`src/design/tgg_pkg.sv`:
```
// Shared types, constants and the sine table function for the tripod gait generator.
package tgg_pkg;

    localparam int PHASE_BITS_DEF   = 32;
    localparam int SINE_ENTRIES_DEF = 256;
    localparam int QUEUE_DEPTH      = 2;

    localparam int TIME_W      = 16;
    localparam int DIR_W       = 16;
    localparam int RATE_W      = 16;
    localparam int ANGLE_CFG_W = 15;
    localparam int STRIDE_W    = 16;
    localparam int ANGLE_W     = 17;
    localparam int LEG_W       = 3;
    localparam int NUM_LEGS    = 6;
    localparam int SINE_W      = 16;
    localparam int CFG_DATA_W  = 16;
    localparam int CFG_INDEX_W = 2;

    localparam logic [31:0] DIR_THRESHOLD = 32'd10737418;
    localparam logic signed [ANGLE_W-1:0] ANGLE_LIMIT = 17'sd46080;
    localparam logic signed [ANGLE_W-1:0] CALF_OFFSET = 17'sd11520;
    localparam logic [17:0] CALF_RECIP = 18'd209716;
    localparam int CALF_SHIFT = 21;

    localparam logic [63:0] PI_Q30  = 64'd3373259426;
    localparam logic [63:0] ONE_Q30 = 64'd1073741824;

    localparam logic [RATE_W-1:0]      WALK_RATE_RST  = 16'd4295;
    localparam logic [ANGLE_CFG_W-1:0] MAX_STRIDE_RST = 15'd7680;
    localparam logic [ANGLE_CFG_W-1:0] TURN_RATE_RST  = 15'd5120;
    localparam logic [ANGLE_CFG_W-1:0] LIFT_ANGLE_RST = 15'd5120;

    // legs 5,1,3 take the base phase, legs 2,4,0 the phase shifted by half a cycle
    localparam logic [LEG_W-1:0] LEG_ORDER [NUM_LEGS] = '{3'd5, 3'd1, 3'd3, 3'd2, 3'd4, 3'd0};
    localparam logic [LEG_W-1:0] GROUP_B_FIRST  = 3'd3;
    localparam logic [LEG_W-1:0] LEFT_FIRST_LEG = 3'd3;
    localparam logic [LEG_W-1:0] LAST_SLOT      = 3'd5;

    typedef enum logic [CFG_INDEX_W-1:0] {
        REG_WALK_RATE  = 2'd0,
        REG_MAX_STRIDE = 2'd1,
        REG_TURN_RATE  = 2'd2,
        REG_LIFT_ANGLE = 2'd3
    } cfg_index_t;

    typedef struct packed {
        logic [RATE_W-1:0]      walk_rate;
        logic [ANGLE_CFG_W-1:0] max_stride;
        logic [ANGLE_CFG_W-1:0] turn_rate;
        logic [ANGLE_CFG_W-1:0] lift_angle;
    } cfg_t;

    typedef struct packed {
        logic full;
        logic empty;
    } qstat_t;

    function automatic logic [SINE_W-1:0] sine_value(input logic [63:0] x);
        logic [63:0] x2;
        logic [63:0] t;
        x2 = (x * x) >> 30;
        t  = ONE_Q30;
        t  = ONE_Q30 - ((x2 * t) >> 30) / 64'd110;
        t  = ONE_Q30 - ((x2 * t) >> 30) / 64'd72;
        t  = ONE_Q30 - ((x2 * t) >> 30) / 64'd42;
        t  = ONE_Q30 - ((x2 * t) >> 30) / 64'd20;
        t  = ONE_Q30 - ((x2 * t) >> 30) / 64'd6;
        return SINE_W'((((x * t) >> 30) + 64'd16384) >> 15);
    endfunction

endpackage

```
`src/design/tgg_front.sv`:
```
// Front sequencer: accept a tick, test the command, advance the phase, derive strides.
module tgg_front #(
    parameter int PHASE_BITS = tgg_pkg::PHASE_BITS_DEF,
    parameter int ENTRY_W    = PHASE_BITS + 2 * tgg_pkg::STRIDE_W
) (
    input  logic                               clk,
    input  logic                               rst_n,
    input  logic                               in_valid,
    output logic                               in_stall,
    input  logic [tgg_pkg::TIME_W-1:0]         delta_time_us,
    input  logic signed [tgg_pkg::DIR_W-1:0]   dir_x,
    input  logic signed [tgg_pkg::DIR_W-1:0]   dir_y,
    input  tgg_pkg::cfg_t                      cfg,
    input  tgg_pkg::qstat_t                    qstat,
    output logic                               push,
    output logic [ENTRY_W-1:0]                 push_data
);
    import tgg_pkg::*;

    localparam int MUL_W  = 17;
    localparam int PROD_W = 2 * MUL_W;
    localparam int SUM_W  = PROD_W - 1;
    localparam int RND_W  = SUM_W - 15;
    localparam logic signed [SUM_W-1:0] STRIDE_BIAS = SUM_W'(16384);

    typedef enum logic [6:0] {
        ST_IDLE = 7'b0000001,
        ST_SQX  = 7'b0000010,
        ST_SQY  = 7'b0000100,
        ST_ADV  = 7'b0001000,
        ST_FWD  = 7'b0010000,
        ST_TRN  = 7'b0100000,
        ST_STR  = 7'b1000000
    } state_t;

    state_t state_reg, state_next;
    logic [TIME_W-1:0]         dt_reg;
    logic signed [DIR_W-1:0]   dx_reg, dy_reg;
    logic [PHASE_BITS-1:0]     phase_reg, phase_next;
    logic [31:0]               mag_reg, mag_next;
    logic signed [MUL_W-1:0]   mul_a, mul_b;
    logic signed [PROD_W-1:0]  prod_reg, fwd_reg;
    logic                      prod_load;
    logic signed [SUM_W-1:0]   sum_l, sum_r;
    logic signed [RND_W-1:0]   rnd_l, rnd_r, lim;
    logic signed [STRIDE_W-1:0] stride_l, stride_r;

    function automatic logic signed [STRIDE_W-1:0] clamp_stride(
        input logic signed [RND_W-1:0] v,
        input logic signed [RND_W-1:0] limit
    );
        logic signed [RND_W-1:0] c;
        c = v;
        if (v > limit)
        begin
            c = limit;
        end
        else if (v < -limit)
        begin
            c = -limit;
        end
        return STRIDE_W'(c);
    endfunction

    assign in_stall = (state_reg != ST_IDLE);

    always_comb
    begin
        mul_a = '0;
        mul_b = '0;
        case (state_reg)
            ST_SQX:
            begin
                mul_a = MUL_W'(dx_reg);
                mul_b = MUL_W'(dx_reg);
            end
            ST_SQY:
            begin
                mul_a = MUL_W'(dy_reg);
                mul_b = MUL_W'(dy_reg);
            end
            ST_ADV:
            begin
                mul_a = signed'({1'b0, dt_reg});
                mul_b = signed'({1'b0, cfg.walk_rate});
            end
            ST_FWD:
            begin
                mul_a = MUL_W'(dx_reg);
                mul_b = signed'({2'b00, cfg.max_stride});
            end
            ST_TRN:
            begin
                mul_a = MUL_W'(dy_reg);
                mul_b = signed'({2'b00, cfg.turn_rate});
            end
            default:
            begin
                mul_a = '0;
                mul_b = '0;
            end
        endcase
    end

    always_comb
    begin
        state_next = state_reg;
        phase_next = phase_reg;
        mag_next   = mag_reg;
        prod_load  = 1'b0;
        push       = 1'b0;
        case (state_reg)
            ST_IDLE:
            begin
                if (in_valid)
                begin
                    state_next = ST_SQX;
                end
            end
            ST_SQX:
            begin
                prod_load  = 1'b1;
                state_next = ST_SQY;
            end
            ST_SQY:
            begin
                prod_load  = 1'b1;
                mag_next   = prod_reg[31:0];
                state_next = ST_ADV;
            end
            ST_ADV:
            begin
                prod_load  = 1'b1;
                mag_next   = mag_reg + prod_reg[31:0];
                state_next = ST_FWD;
            end
            ST_FWD:
            begin
                if (mag_reg > DIR_THRESHOLD)
                begin
                    prod_load  = 1'b1;
                    phase_next = phase_reg + prod_reg[PHASE_BITS-1:0];
                    state_next = ST_TRN;
                end
                else
                begin
                    state_next = ST_IDLE;
                end
            end
            ST_TRN:
            begin
                prod_load  = 1'b1;
                state_next = ST_STR;
            end
            ST_STR:
            begin
                push = !qstat.full;
                if (!qstat.full)
                begin
                    state_next = ST_IDLE;
                end
            end
            default:
            begin
                state_next = ST_IDLE;
            end
        endcase
    end

    always_ff @(posedge clk or negedge rst_n)
    begin
        if (!rst_n)
        begin
            state_reg <= ST_IDLE;
            phase_reg <= '0;
        end
        else
        begin
            state_reg <= state_next;
            phase_reg <= phase_next;
        end
    end

    always_ff @(posedge clk)
    begin
        if (state_reg == ST_IDLE && in_valid)
        begin
            dt_reg <= delta_time_us;
            dx_reg <= dir_x;
            dy_reg <= dir_y;
        end
        if (prod_load)
        begin
            prod_reg <= mul_a * mul_b;
        end
        if (state_reg == ST_TRN)
        begin
            fwd_reg <= prod_reg;
        end
        mag_reg <= mag_next;
    end

    assign sum_l = SUM_W'(fwd_reg) + SUM_W'(prod_reg) + STRIDE_BIAS;
    assign sum_r = SUM_W'(fwd_reg) - SUM_W'(prod_reg) + STRIDE_BIAS;
    assign rnd_l = sum_l[SUM_W-1:15];
    assign rnd_r = sum_r[SUM_W-1:15];
    assign lim   = signed'({3'b000, cfg.max_stride});

    assign stride_l  = clamp_stride(rnd_l, lim);
    assign stride_r  = clamp_stride(rnd_r, lim);
    assign push_data = {phase_reg, stride_l, stride_r};

endmodule

```
`src/design/tgg_queue.sv`:
```
// Short item queue between the front sequencer and the leg pipeline.
module tgg_queue #(
    parameter int WIDTH = tgg_pkg::PHASE_BITS_DEF + 2 * tgg_pkg::STRIDE_W,
    parameter int DEPTH = tgg_pkg::QUEUE_DEPTH
) (
    input  logic              clk,
    input  logic              rst_n,
    input  logic              push,
    input  logic [WIDTH-1:0]  push_data,
    input  logic              pop,
    output logic [WIDTH-1:0]  pop_data,
    output tgg_pkg::qstat_t   qstat
);
    import tgg_pkg::*;

    localparam int PTR_W = (DEPTH > 1) ? $clog2(DEPTH) : 1;
    localparam int CNT_W = $clog2(DEPTH + 1);

    logic [WIDTH-1:0] mem [DEPTH];
    logic [PTR_W-1:0] wr_ptr_reg, wr_ptr_next, rd_ptr_reg, rd_ptr_next;
    logic [CNT_W-1:0] count_reg, count_next;

    assign wr_ptr_next = (wr_ptr_reg == PTR_W'(DEPTH - 1)) ? '0 : wr_ptr_reg + 1'b1;
    assign rd_ptr_next = (rd_ptr_reg == PTR_W'(DEPTH - 1)) ? '0 : rd_ptr_reg + 1'b1;

    always_comb
    begin
        case ({push, pop})
            2'b10:   count_next = count_reg + 1'b1;
            2'b01:   count_next = count_reg - 1'b1;
            default: count_next = count_reg;
        endcase
    end

    always_ff @(posedge clk or negedge rst_n)
    begin
        if (!rst_n)
        begin
            wr_ptr_reg <= '0;
            rd_ptr_reg <= '0;
            count_reg  <= '0;
        end
        else
        begin
            if (push)
            begin
                wr_ptr_reg <= wr_ptr_next;
            end
            if (pop)
            begin
                rd_ptr_reg <= rd_ptr_next;
            end
            count_reg <= count_next;
        end
    end

    always_ff @(posedge clk)
    begin
        if (push)
        begin
            mem[wr_ptr_reg] <= push_data;
        end
    end

    assign pop_data    = mem[rd_ptr_reg];
    assign qstat.full  = (count_reg == CNT_W'(DEPTH));
    assign qstat.empty = (count_reg == '0);

    a_no_overflow: assert property (@(posedge clk) disable iff (!rst_n)
        push |-> !qstat.full)
        else $error("queue written while full");

    a_no_underflow: assert property (@(posedge clk) disable iff (!rst_n)
        pop |-> !qstat.empty)
        else $error("queue read while empty");

endmodule

```
`src/design/tgg_back.sv`:
```
// Leg pipeline: expand one queued tick into six leg joint targets.
module tgg_back #(
    parameter int PHASE_BITS   = tgg_pkg::PHASE_BITS_DEF,
    parameter int SINE_ENTRIES = tgg_pkg::SINE_ENTRIES_DEF,
    parameter int ENTRY_W      = PHASE_BITS + 2 * tgg_pkg::STRIDE_W
) (
    input  logic                                 clk,
    input  logic                                 rst_n,
    input  tgg_pkg::qstat_t                      qstat,
    output logic                                 pop,
    input  logic [ENTRY_W-1:0]                   pop_data,
    input  logic [tgg_pkg::ANGLE_CFG_W-1:0]      lift_angle,
    output logic                                 out_valid,
    input  logic                                 out_stall,
    output logic [tgg_pkg::LEG_W-1:0]            leg_number,
    output logic signed [tgg_pkg::ANGLE_W-1:0]   hip_target,
    output logic signed [tgg_pkg::ANGLE_W-1:0]   thigh_target,
    output logic signed [tgg_pkg::ANGLE_W-1:0]   calf_target,
    output logic                                 last_leg
);
    import tgg_pkg::*;

    localparam int IDX_W   = $clog2(SINE_ENTRIES);
    localparam int IP_W    = PHASE_BITS - 1 + IDX_W;
    localparam int RAMP_W  = PHASE_BITS + 1;
    localparam int HPROD_W = STRIDE_W + RAMP_W;
    localparam int HRND_W  = HPROD_W - (PHASE_BITS - 1);
    localparam int LPROD_W = SINE_W + ANGLE_CFG_W;
    localparam int LSUM_W  = LPROD_W + 1;
    localparam int LIFT_W  = LSUM_W - 15;
    localparam int CNUM_W  = 18;
    localparam int CPROD_W = 2 * CNUM_W;
    localparam logic [RAMP_W-1:0] HALF = {2'b01, {(PHASE_BITS - 1){1'b0}}};
    localparam logic signed [HPROD_W-1:0] HIP_BIAS = HPROD_W'(1) << (PHASE_BITS - 2);

    logic [SINE_W-1:0] sine_tab [SINE_ENTRIES];

    for (genvar i = 0; i < SINE_ENTRIES; i++)
    begin : g_sine
        localparam int FOLD = (2 * i > SINE_ENTRIES) ? SINE_ENTRIES - i : i;
        localparam logic [63:0] ANGLE = (PI_Q30 * 64'(FOLD)) / SINE_ENTRIES;
        assign sine_tab[i] = sine_value(ANGLE);
    end

    logic                       active_reg;
    logic [LEG_W-1:0]           k_reg;
    logic [PHASE_BITS-1:0]      cur_phase_reg;
    logic signed [STRIDE_W-1:0] cur_sl_reg, cur_sr_reg;
    logic                       adv, issue;

    logic [LEG_W-1:0]           leg_s0;
    logic [PHASE_BITS-1:0]      phase_s0;
    logic                       left_s0, swing_s0;
    logic [PHASE_BITS-2:0]      r_s0;
    logic signed [RAMP_W-1:0]   ramp_s0;
    logic signed [STRIDE_W-1:0] stride_s0, sstride_s0;
    logic [IP_W-1:0]            idx_prod;
    logic [IDX_W-1:0]           idx_s0;

    logic                       v1_reg, v2_reg, v3_reg, out_valid_reg;
    logic [LEG_W-1:0]           leg1_reg, leg2_reg, leg3_reg, leg_out_reg;
    logic                       last1_reg, last2_reg, last3_reg, last_out_reg;
    logic                       left1_reg, left2_reg, swing1_reg, swing2_reg;
    logic signed [STRIDE_W-1:0] sstride1_reg;
    logic signed [RAMP_W-1:0]   ramp1_reg;
    logic [SINE_W-1:0]          rom1_reg;
    logic signed [HPROD_W-1:0]  hprod2_reg;
    logic [LPROD_W-1:0]         lprod2_reg;

    logic signed [HPROD_W-1:0]  hsum;
    logic signed [HRND_W-1:0]   hrnd, hdir;
    logic signed [ANGLE_W-1:0]  hip_s3;
    logic [LSUM_W-1:0]          lsum;
    logic [LIFT_W-1:0]          lift_s3;
    logic [CNUM_W-1:0]          cnum_s3;
    logic signed [ANGLE_W-1:0]  hip3_reg, hip_out_reg;
    logic [LIFT_W-1:0]          lift3_reg, lift_out_reg;
    logic [CNUM_W-1:0]          cnum3_reg;
    logic [CPROD_W-1:0]         cprod;
    logic signed [ANGLE_W-1:0]  calf_s4, calf_out_reg;

    assign adv   = !out_valid_reg || !out_stall;
    assign issue = active_reg && adv;
    assign pop   = !active_reg && !qstat.empty;

    always_ff @(posedge clk or negedge rst_n)
    begin
        if (!rst_n)
        begin
            active_reg    <= 1'b0;
            k_reg         <= '0;
            v1_reg        <= 1'b0;
            v2_reg        <= 1'b0;
            v3_reg        <= 1'b0;
            out_valid_reg <= 1'b0;
        end
        else
        begin
            if (pop)
            begin
                active_reg <= 1'b1;
                k_reg      <= '0;
            end
            else if (issue)
            begin
                if (k_reg == LAST_SLOT)
                begin
                    active_reg <= 1'b0;
                end
                else
                begin
                    k_reg <= k_reg + 1'b1;
                end
            end
            if (adv)
            begin
                v1_reg        <= issue;
                v2_reg        <= v1_reg;
                v3_reg        <= v2_reg;
                out_valid_reg <= v3_reg;
            end
        end
    end

    always_ff @(posedge clk)
    begin
        if (pop)
        begin
            {cur_phase_reg, cur_sl_reg, cur_sr_reg} <= pop_data;
        end
    end

    always_comb
    begin
        leg_s0     = LEG_ORDER[k_reg];
        phase_s0   = (k_reg >= GROUP_B_FIRST) ?
                     {~cur_phase_reg[PHASE_BITS-1], cur_phase_reg[PHASE_BITS-2:0]} :
                     cur_phase_reg;
        left_s0    = (leg_s0 >= LEFT_FIRST_LEG);
        stride_s0  = left_s0 ? cur_sl_reg : cur_sr_reg;
        swing_s0   = !phase_s0[PHASE_BITS-1];
        r_s0       = phase_s0[PHASE_BITS-2:0];
        ramp_s0    = signed'({1'b0, r_s0, 1'b0} - HALF);
        sstride_s0 = swing_s0 ? stride_s0 : -stride_s0;
        idx_prod   = IP_W'(r_s0) * IP_W'(SINE_ENTRIES);
        idx_s0     = idx_prod[IP_W-1:PHASE_BITS-1];
    end

    always_comb
    begin
        hsum    = hprod2_reg + HIP_BIAS;
        hrnd    = hsum[HPROD_W-1:PHASE_BITS-1];
        hdir    = left2_reg ? hrnd : -hrnd;
        if (hdir > HRND_W'(ANGLE_LIMIT))
        begin
            hip_s3 = ANGLE_LIMIT;
        end
        else if (hdir < -HRND_W'(ANGLE_LIMIT))
        begin
            hip_s3 = -ANGLE_LIMIT;
        end
        else
        begin
            hip_s3 = ANGLE_W'(hdir);
        end
        lsum    = LSUM_W'(lprod2_reg) + LSUM_W'(16384);
        lift_s3 = swing2_reg ? lsum[LSUM_W-1:15] : '0;
        cnum_s3 = CNUM_W'(lift_s3) * CNUM_W'(6) + CNUM_W'(5);
    end

    assign cprod   = CPROD_W'(cnum3_reg) * CPROD_W'(CALF_RECIP);
    assign calf_s4 = signed'(ANGLE_W'(cprod[CPROD_W-1:CALF_SHIFT])) + CALF_OFFSET;

    always_ff @(posedge clk)
    begin
        if (adv)
        begin
            leg1_reg     <= leg_s0;
            last1_reg    <= (k_reg == LAST_SLOT);
            left1_reg    <= left_s0;
            swing1_reg   <= swing_s0;
            sstride1_reg <= sstride_s0;
            ramp1_reg    <= ramp_s0;
            rom1_reg     <= sine_tab[idx_s0];

            leg2_reg     <= leg1_reg;
            last2_reg    <= last1_reg;
            left2_reg    <= left1_reg;
            swing2_reg   <= swing1_reg;
            hprod2_reg   <= sstride1_reg * ramp1_reg;
            lprod2_reg   <= LPROD_W'(rom1_reg) * LPROD_W'(lift_angle);

            leg3_reg     <= leg2_reg;
            last3_reg    <= last2_reg;
            hip3_reg     <= hip_s3;
            lift3_reg    <= lift_s3;
            cnum3_reg    <= cnum_s3;

            leg_out_reg  <= leg3_reg;
            last_out_reg <= last3_reg;
            hip_out_reg  <= hip3_reg;
            lift_out_reg <= lift3_reg;
            calf_out_reg <= calf_s4;
        end
    end

    assign out_valid    = out_valid_reg;
    assign leg_number   = leg_out_reg;
    assign last_leg     = last_out_reg;
    assign hip_target   = hip_out_reg;
    assign thigh_target = signed'(ANGLE_W'(lift_out_reg));
    assign calf_target  = calf_out_reg;

    a_last_is_final_leg: assert property (@(posedge clk) disable iff (!rst_n)
        out_valid |-> (last_leg == (leg_number == LEG_ORDER[NUM_LEGS-1])))
        else $error("last_leg flag does not match the final leg of the tick");

    a_lift_calf_range: assert property (@(posedge clk) disable iff (!rst_n)
        out_valid |-> (!thigh_target[ANGLE_W-1] && calf_target >= CALF_OFFSET))
        else $error("thigh negative or calf below its offset");

    a_pop_starts_tick: assert property (@(posedge clk) disable iff (!rst_n)
        pop |=> (active_reg && k_reg == '0))
        else $error("popped tick did not start at the first leg");

endmodule

```
`src/design/tripod_gait_generator_unit.sv`:
```
// Top level of the tripod gait generator: configuration registers and the front/queue/back split.
// A tick with a strong enough steering command (squared magnitude above 0.01) advances the
// gait phase and yields six leg items in the order 5,1,3,2,4,0, the sixth one flagged by
// last_leg; a weak tick is consumed and yields nothing. The front sequencer takes a new tick
// only after its current one is done (in_stall is high outside idle), as the five products
// (three for a weak tick) go through its one shared 17x17 multiplier. The leg pipeline
// loads a queued tick and then issues one leg per cycle while out_stall does not hold it,
// and pops the next tick only after the sixth leg. A two-entry queue lets the front take the next
// tick while results wait on out_stall. Write configuration only while the block is idle.
module tripod_gait_generator_unit #(
    parameter int PHASE_BITS   = tgg_pkg::PHASE_BITS_DEF,
    parameter int SINE_ENTRIES = tgg_pkg::SINE_ENTRIES_DEF
) (
    input  logic                                 clk,
    input  logic                                 rst_n,
    input  logic                                 in_valid,
    output logic                                 in_stall,
    input  logic [tgg_pkg::TIME_W-1:0]           delta_time_us,
    input  logic signed [tgg_pkg::DIR_W-1:0]     dir_x,
    input  logic signed [tgg_pkg::DIR_W-1:0]     dir_y,
    output logic                                 out_valid,
    input  logic                                 out_stall,
    output logic [tgg_pkg::LEG_W-1:0]            leg_number,
    output logic signed [tgg_pkg::ANGLE_W-1:0]   hip_target,
    output logic signed [tgg_pkg::ANGLE_W-1:0]   thigh_target,
    output logic signed [tgg_pkg::ANGLE_W-1:0]   calf_target,
    output logic                                 last_leg,
    input  logic                                 cfg_wr_en,
    input  logic [tgg_pkg::CFG_INDEX_W-1:0]      cfg_index,
    input  logic [tgg_pkg::CFG_DATA_W-1:0]       cfg_wr_data
);
    import tgg_pkg::*;

    localparam int ENTRY_W = PHASE_BITS + 2 * STRIDE_W;

    cfg_t               cfg_reg;
    qstat_t             qstat;
    logic               push, pop;
    logic [ENTRY_W-1:0] push_data, pop_data;

    always_ff @(posedge clk or negedge rst_n)
    begin
        if (!rst_n)
        begin
            cfg_reg.walk_rate  <= WALK_RATE_RST;
            cfg_reg.max_stride <= MAX_STRIDE_RST;
            cfg_reg.turn_rate  <= TURN_RATE_RST;
            cfg_reg.lift_angle <= LIFT_ANGLE_RST;
        end
        else if (cfg_wr_en)
        begin
            case (cfg_index_t'(cfg_index))
                REG_WALK_RATE:  cfg_reg.walk_rate  <= cfg_wr_data;
                REG_MAX_STRIDE: cfg_reg.max_stride <= cfg_wr_data[ANGLE_CFG_W-1:0];
                REG_TURN_RATE:  cfg_reg.turn_rate  <= cfg_wr_data[ANGLE_CFG_W-1:0];
                REG_LIFT_ANGLE: cfg_reg.lift_angle <= cfg_wr_data[ANGLE_CFG_W-1:0];
                default:        cfg_reg <= cfg_reg;
            endcase
        end
    end

    tgg_front #(
        .PHASE_BITS (PHASE_BITS),
        .ENTRY_W    (ENTRY_W)
    ) u_front (
        .clk           (clk),
        .rst_n         (rst_n),
        .in_valid      (in_valid),
        .in_stall      (in_stall),
        .delta_time_us (delta_time_us),
        .dir_x         (dir_x),
        .dir_y         (dir_y),
        .cfg           (cfg_reg),
        .qstat         (qstat),
        .push          (push),
        .push_data     (push_data)
    );

    tgg_queue #(
        .WIDTH (ENTRY_W),
        .DEPTH (QUEUE_DEPTH)
    ) u_queue (
        .clk       (clk),
        .rst_n     (rst_n),
        .push      (push),
        .push_data (push_data),
        .pop       (pop),
        .pop_data  (pop_data),
        .qstat     (qstat)
    );

    tgg_back #(
        .PHASE_BITS   (PHASE_BITS),
        .SINE_ENTRIES (SINE_ENTRIES),
        .ENTRY_W      (ENTRY_W)
    ) u_back (
        .clk          (clk),
        .rst_n        (rst_n),
        .qstat        (qstat),
        .pop          (pop),
        .pop_data     (pop_data),
        .lift_angle   (cfg_reg.lift_angle),
        .out_valid    (out_valid),
        .out_stall    (out_stall),
        .leg_number   (leg_number),
        .hip_target   (hip_target),
        .thigh_target (thigh_target),
        .calf_target  (calf_target),
        .last_leg     (last_leg)
    );

endmodule

```
`config.mk`:
```
export PLATFORM = sky130hd
export DESIGN_NAME = tripod_gait_generator_unit
export DESIGN_NICKNAME = d
export VERILOG_FILES = /design/src/design/tgg_pkg.sv /design/src/design/tgg_front.sv /design/src/design/tgg_queue.sv /design/src/design/tgg_back.sv /design/src/design/tripod_gait_generator_unit.sv
export SDC_FILE = /design/constraint.sdc
export NUM_CORES = 2
export LEC_CHECK = 0
export BUFFER_PORTS_ARGS = -buffer_cell sky130_fd_sc_hd__buf_2
export CAP_MARGIN = 20
export CORE_MARGIN = 4
export CORE_UTILIZATION = 40
export DETAILED_ROUTE_END_ITERATION = 7
export SYNTH_ARGS = -nofsm -noshare
export SYNTH_HDL_FRONTEND = slang
export SYNTH_SLANG_ARGS = --single-unit
```
`constraint.sdc`:
```
create_clock -name clk -period 13.63 [get_ports clk]
set_input_delay 0.6815 -clock clk [delete_from_list [all_inputs] [get_ports clk]]
set_output_delay 0.6815 -clock clk [all_outputs]
set_load 0.01 [all_outputs]
```
== Yosys cells after proc, flatten, opt, wreduce, memory -nomap -nowiden ==
Memory sizes are Yosys's and may differ from the RTL's. A register that Yosys moved wholly into a read port is not among the register bits.
Index checks and enable logic that the tools add are counted.

* Register bits: 510
* Bits in writable memories: 128
* Bits in read-only memories: 4120
* Word-level logic and storage cells: 163
* Memories: 3

{| class="wikitable"
|+ Memory list
! name !! depth !! width !! read ports !! clocked after memory_dff !! wr ports !! line !! RTL
|-
| (no name shown) || 256 || 16 || 1 || 1 || 0 || tgg_back.sv:184 || <nowiki>rom1_reg <= sine_tab[idx_s0];</nowiki>
|-
| u_queue.mem || 2 || 64 || 1 || 1 || 1 || tgg_queue.sv:19 || <nowiki>logic [WIDTH-1:0] mem [DEPTH];</nowiki>
|-
| (no name shown) || 8 || 3 || 1 || 0 || 0 || tgg_back.sv:135 || <nowiki>leg_s0 = LEG_ORDER[k_reg];</nowiki>
|}

* Add/subtract/negate cells: 19
* Multipliers: 5
* Magnitude comparators: 10
* Equal/unequal tests: 18
* Mux-type cells: 33
* Bitwise gates (word level): 3
* Reduce and logical (&&, ||, !) cells: 28

{| class="wikitable"
|+ Operator list
! cell !! number
|-
| 2-to-1 mux 16 bit || 6
|-
| one-hot mux 17 bit (5 select lines) || 1
|-
| adder 33 x 16 -> 33 bit (second input constant) || 2
|-
| adder 32 bit || 2
|-
| one-hot mux 32 bit (2 select lines) || 1
|-
| one-hot mux 17 bit (3 select lines) || 1
|-
| adder 49 x 32 -> 49 bit (second input constant) || 1
|-
| multiplier 16 x 33 -> 49 bit || 1
|-
| one-hot mux 7 bit (7 select lines) || 1
|-
| > comparator 18 x 16 -> 1 bit || 2
|-
| less-than comparator 18 bit || 2
|-
| multiplier 18 x 16 -> 34 bit (second input constant) || 1
|-
| 2-to-1 mux 17 bit || 2
|-
| adder 33 bit || 1
|-
| multiplier 17 x 17 -> 33 bit || 1
|-
| subtractor 32 x 32 -> 33 bit (second input constant) || 1
|-
| subtractor 33 bit || 1
|-
| adder 31 x 15 -> 32 bit (second input constant) || 1
|-
| > comparator 32 x 24 -> 1 bit (second input constant) || 1
|-
| 2-to-1 mux 32 bit || 1
|-
| multiplier 16 x 15 -> 31 bit || 1
|-
| adder 18 x 3 -> 18 bit (second input constant) || 1
|-
| > comparator 18 x 17 -> 1 bit (second input constant) || 1
|-
| less-than comparator 18 x 17 -> 1 bit (second input constant) || 1
|-
| other kinds (41) || 82
|}

== Depth between registers and ports, before layout ==
* Depth after elaboration: 8
* Depth in mapped cells: 36

== Modules after synthesis ==
A second synthesis with hierarchy kept.

* Cell total of the unflattened synthesis: 7984
* Area total of the unflattened synthesis: 79055.8 µm²

{| class="wikitable"
|+ By module, submodules not included
! module !! instances !! cells each !! area an instance (µm²) !! sequential area each (µm²)
|-
| tgg_back || 1 || 4840 || 45698.8 || 8698.3
|-
| tgg_front || 1 || 2799 || 26023.7 || 5361.4
|-
| tgg_queue || 1 || 215 || 5008.6 || 3943.8
|-
| tripod_gait_generator_unit || 1 || 130 || 2324.7 || 1544.0
|}

== Worst setup path after synthesis ==
No wires, ideal clock.

* Kind: flip-flop to flip-flop
* Start point: reg u_front.state_reg[1]
* End point: reg u_front.prod_reg[32], data pin
* Data arrival time: 8.617 ns
* Required time: 13.370 ns
* Slack: 4.753 ns
* Stages on the path, launching flop included: 32
* Cells stage by stage: dfrtp_1 > nor4_1 > nor2b_1 > and3b_1 > clkbuf_1 > buf_1 > a222oi_1 > nand2_1 > clkbuf_1 > nand2_1 > fa_1 > inv_1 > fa_1 > fa_1 > fa_1 > fa_1 > inv_1 > fa_1 > inv_1 > ha_1 > a21o_1 > a21o_1 > a21o_1 > a21oi_1 > nor2b_1 > o21ai_0 > nand2b_1 > a211oi_1 > a21oi_1 > a2111o_1 > a21oi_1 > xnor2_1

* Longest elaborated chain between the ends: 4
* Elaborated cells between the ends (all ways): 10

{| class="wikitable"
|+ Ends and longest elaborated chain
! what !! line !! RTL
|-
| from (decl) || tgg_front.sv:36 || <nowiki>state_t state_reg, state_next;</nowiki>
|-
| from (signal assigned) || tgg_front.sv:179 || <nowiki>state_reg <= state_next;</nowiki>
|-
| equality test 7 x 3 -> 1 bit, or another cell as far along || tgg_front.sv:71 || <nowiki>case (state_reg)</nowiki>
|-
| OR reduction 2 bit (no source line) || -- ||
|-
| one-hot mux 17 bit (3 select lines) || tgg_front.sv:71 ||
|-
| multiplier 17 x 17 -> 33 bit * || tgg_front.sv:194 || <nowiki>prod_reg <= mul_a * mul_b;</nowiki>
|-
| to (signal assigned) || tgg_front.sv:194 ||
|-
| to (decl) || tgg_front.sv:42 || <nowiki>logic signed [PROD_W-1:0] prod_reg, fwd_reg;</nowiki>
|}

Every way passes the cells marked *; elsewhere a longest branch is shown, timed or not.
A chain may end at the register's enable or synchronous reset.

== Worst setup path in the final report ==
* Start point: reg u_front.state_reg[3]
* End point: reg u_front.prod_reg[32], data pin

The elaborated chain is that of the path after synthesis.

==> impl_metrics.py <==
metrics = {
    "run_status": {
        "status": "completed",
    },
    "clock_network": {
        "cts_buffer_depth": 3,
        "hold_buffers": 1,
        "clkTransAtPathRegs_ns": 0.06,
        "cts_htree_levels": 3,
        "cts_resized": 0,
        "post_cts.repair.setup_buffers": 0,
        "clkLatencyLatePin_ns": 0.72,
        "cts_sinks": 669,
        "cts_root_buffer": "clkbuf_16",
        "tritoncts": "yes",
        "numCtsBuffers": 78,
    },
    "die": {
        "dieArea_um2": 200000,
        "rows": 161,
        "start_util_pct": 40.2,
        "core_um2": 192000,
        "die_w_um": 447,
        "die_h_um": 447,
        "ios": 128,
    },
    "setup_path": {
        "path_class": "register to register",
        "crit_path_max_fanout": 18,
        "end_kind": "register",
        "required_ns": 14.05,
        "arrival_ns": 9.52,
        "cp_slowest_stage_delay_ns": 0.79,
        "crit_slowest_cell": "and3b_1",
        "cpMostUsedCell": "fa_1",
        "startpoint_type": "register",
    },
    "hold_path": {
        "hold_class": "input pin to register",
    },
    "final_layout": {
        "nNetsFinal": 9520,
        "fill_cells": 18200,
        "final_cell_mix": "inv_1, fa_1, nand2_1, ha_1, edfxtp_1",
        "drive_above_1_share_pct": 7.20,
        "area_growth_pct": 7.80,
        "final_core_util_pct": 43.3,
        "final_common_cell": "inv_1",
        "final_cells": 10300,
        "largest_reg_flops": 128,
    },
    "route": {
        "num_vias": 54600,
        "route.detailed.drc": 0,
        "first_iter_violations": 3690,
        "viasPerCell": 5.31,
        "drt_pass1_iterations": 6,
        "ant_nets": 0,
        "routed_wl_um": 201000,
        "wl_per_cell_um": 19.5,
    },
    "timing": {
        "rsz0062_at_grt": "no",
        "slew_headroom_pct": 31.3,
        "timing.final.hold_violations": 0,
        "fmax_mhz": 110,
        "slew_violations": 0,
        "setup_ws_ns": 4.53,
        "fin_skew_ns": 0.0508,
        "min_period_ns": 9.10,
        "setup_tns_ns": 0,
        "period_share_pct": 66.7,
        "setup_violations": 0,
        "tightest_slew_ns": 1.02,
    },
    "yosys": {
        "synth_top_area_share_pct": 27.0,
        "synthTopCellsByArea": "fa_1, edfxtp_1, ha_1",
        "synth_nets": 9571,
        "yosysUniqueCellTypes": 99,
        "synth-seq-area-share_pct": 25.3,
        "synth_top_cell_by_area": "fa_1",
        "syn_avg_cell_area_um2": 9.97,
        "synthCells": 7743,
        "synth_ff_type": "edfxtp_1",
        "netlist_area_um2": 77200,
        "async_flop_share_pct": 16.7,
        "synth_edf_count": 557,
        "yosysWarningCount": 0,
        "synth_seq_cells": 669,
    },
    "placement": {
        "placed_cells": 10100,
        "dp_hpwl_um": 155000,
        "dp_slack_ns": 4.48,
        "io_buffer_count": 126,
        "gp_congestion": 0.936,
    },
    "grt": {
        "grt_max_degree": 193,
        "grt.overflow.total": 0,
        "grt_first_pass_wirelength_um": 320000,
        "grt_usage_pct": 20.3,
        "grt_antenna_before_repair": 6,
        "grt_pass1_vias": 57100,
    },
    "run": {
        "drv_cap": 0,
    },
}
stage by stage:
step	cell area [um2]	hold WS [ns]
after global routing	83200	0.126
after CTS	83200	0.103
final	83200	0.180
after global placement	80400	0.401
after floorplan	77200	0.386
after detailed placement	80400	0.405
cells by family (layout without fill, tap and decap cells):
family                     after synthesis  in the layout  synth area share, %
and+or+nand+nor                       2086           2086                 12.5
adders and majority gates             1757           1757                 38.6
buffers and inverters                 1626           1638                 7.91
AOI/OAI and AO/OA                     1117           1117                 9.41
DFF                                    669            669                 25.3
xor gates and xnor gates               293            293                 3.33
muxes                                  193            193                 2.90
other                                    2              3              0.00973
cell type report:
cell class                      instances  area [um2]  share of cell area (%)
Inverter                             1296        4860                    5.84
Timing Repair Buffer                  199        1210                    1.46
Multi-Input combinational cell       5448       51600                    62.0
Clock inverter                         48         739                   0.888
Antenna cell                            1        2.50                 0.00301
Sequential cell                       669       19500                    23.5
Tap cell                             2526        3160                    3.80
Clock buffer                           95        2090                    2.51
synth_stat cells (21+ instances only):
cell type / number
a211oi_1: 46
a21o_1: 113
a21oi_1: 303
a22oi_1: 31
a311oi_1: 21
a31oi_1: 36
and2_1: 312
and3_1: 41
buf_1: 29
clkbuf_1: 297
dfrtp_1: 97
edfxtp_1: 557
fa_1: 1043
ha_1: 714
inv_1: 1292
mux2_2: 138
mux2i_1: 44
nand2_1: 853
nand2b_1: 65
nand3_1: 98
nand4_1: 26
nor2_1: 453
nor2b_1: 38
nor3_1: 92
o211ai_1: 29
o21a_1: 29
o21ai_0: 261
o21bai_1: 22
o31ai_1: 33
or2_2: 27
xnor2_1: 200
xor2_1: 92
path summary, 6_finish.rpt:
path | from | endpoint | slack, ns | cells after the start
max reg2reg | u_front.state_reg[3]$_DFFE_PN0P_ | u_front.prod_reg[32]$_DFFE_PP_ | 4.53 | 28
min reg2reg | u_back.last2_reg$_DFFE_PP_ | u_back.last3_reg$_DFFE_PP_ | 0.41 | 0
min in group asynchronous | rst_n | u_back.v2_reg$_DFFE_PN0P_ | 0.57 | 2
max in group asynchronous | rst_n | cfg_reg[58]$_DFFE_PN0P_ | 11.85 | 3
min | delta_time_us[5] | u_front.dt_reg[5]$_DFFE_PP_ | 0.18 | 1
max | u_front.state_reg[3]$_DFFE_PN0P_ | u_front.prod_reg[32]$_DFFE_PP_ | 4.53 | 28
critical path, delay by kind of cell, from the launching register on:
kind	cells	cell delay [ns]
simple gates	7	2.39
buf+inv	3	0.25
compound gates	10	2.28
fa+ha+maj	7	3.42
flops	1	0.38
xor+xnor	1	0.09
metal layers:
layer / vias up / wire (um) / track usage (%)
li1: 25200 / - / -
met1: 27300 / 89300 / 27.9
met2: 1694 / 92300 / 33.0
met3: 356 / 12900 / 3.50
met4: 2 / 6180 / 6.01
met5: - / 10 / 0
Power is left out: the tool's default activity adds up to more than one toggle a clock period on the data nets, which glitch-free logic cannot reach.
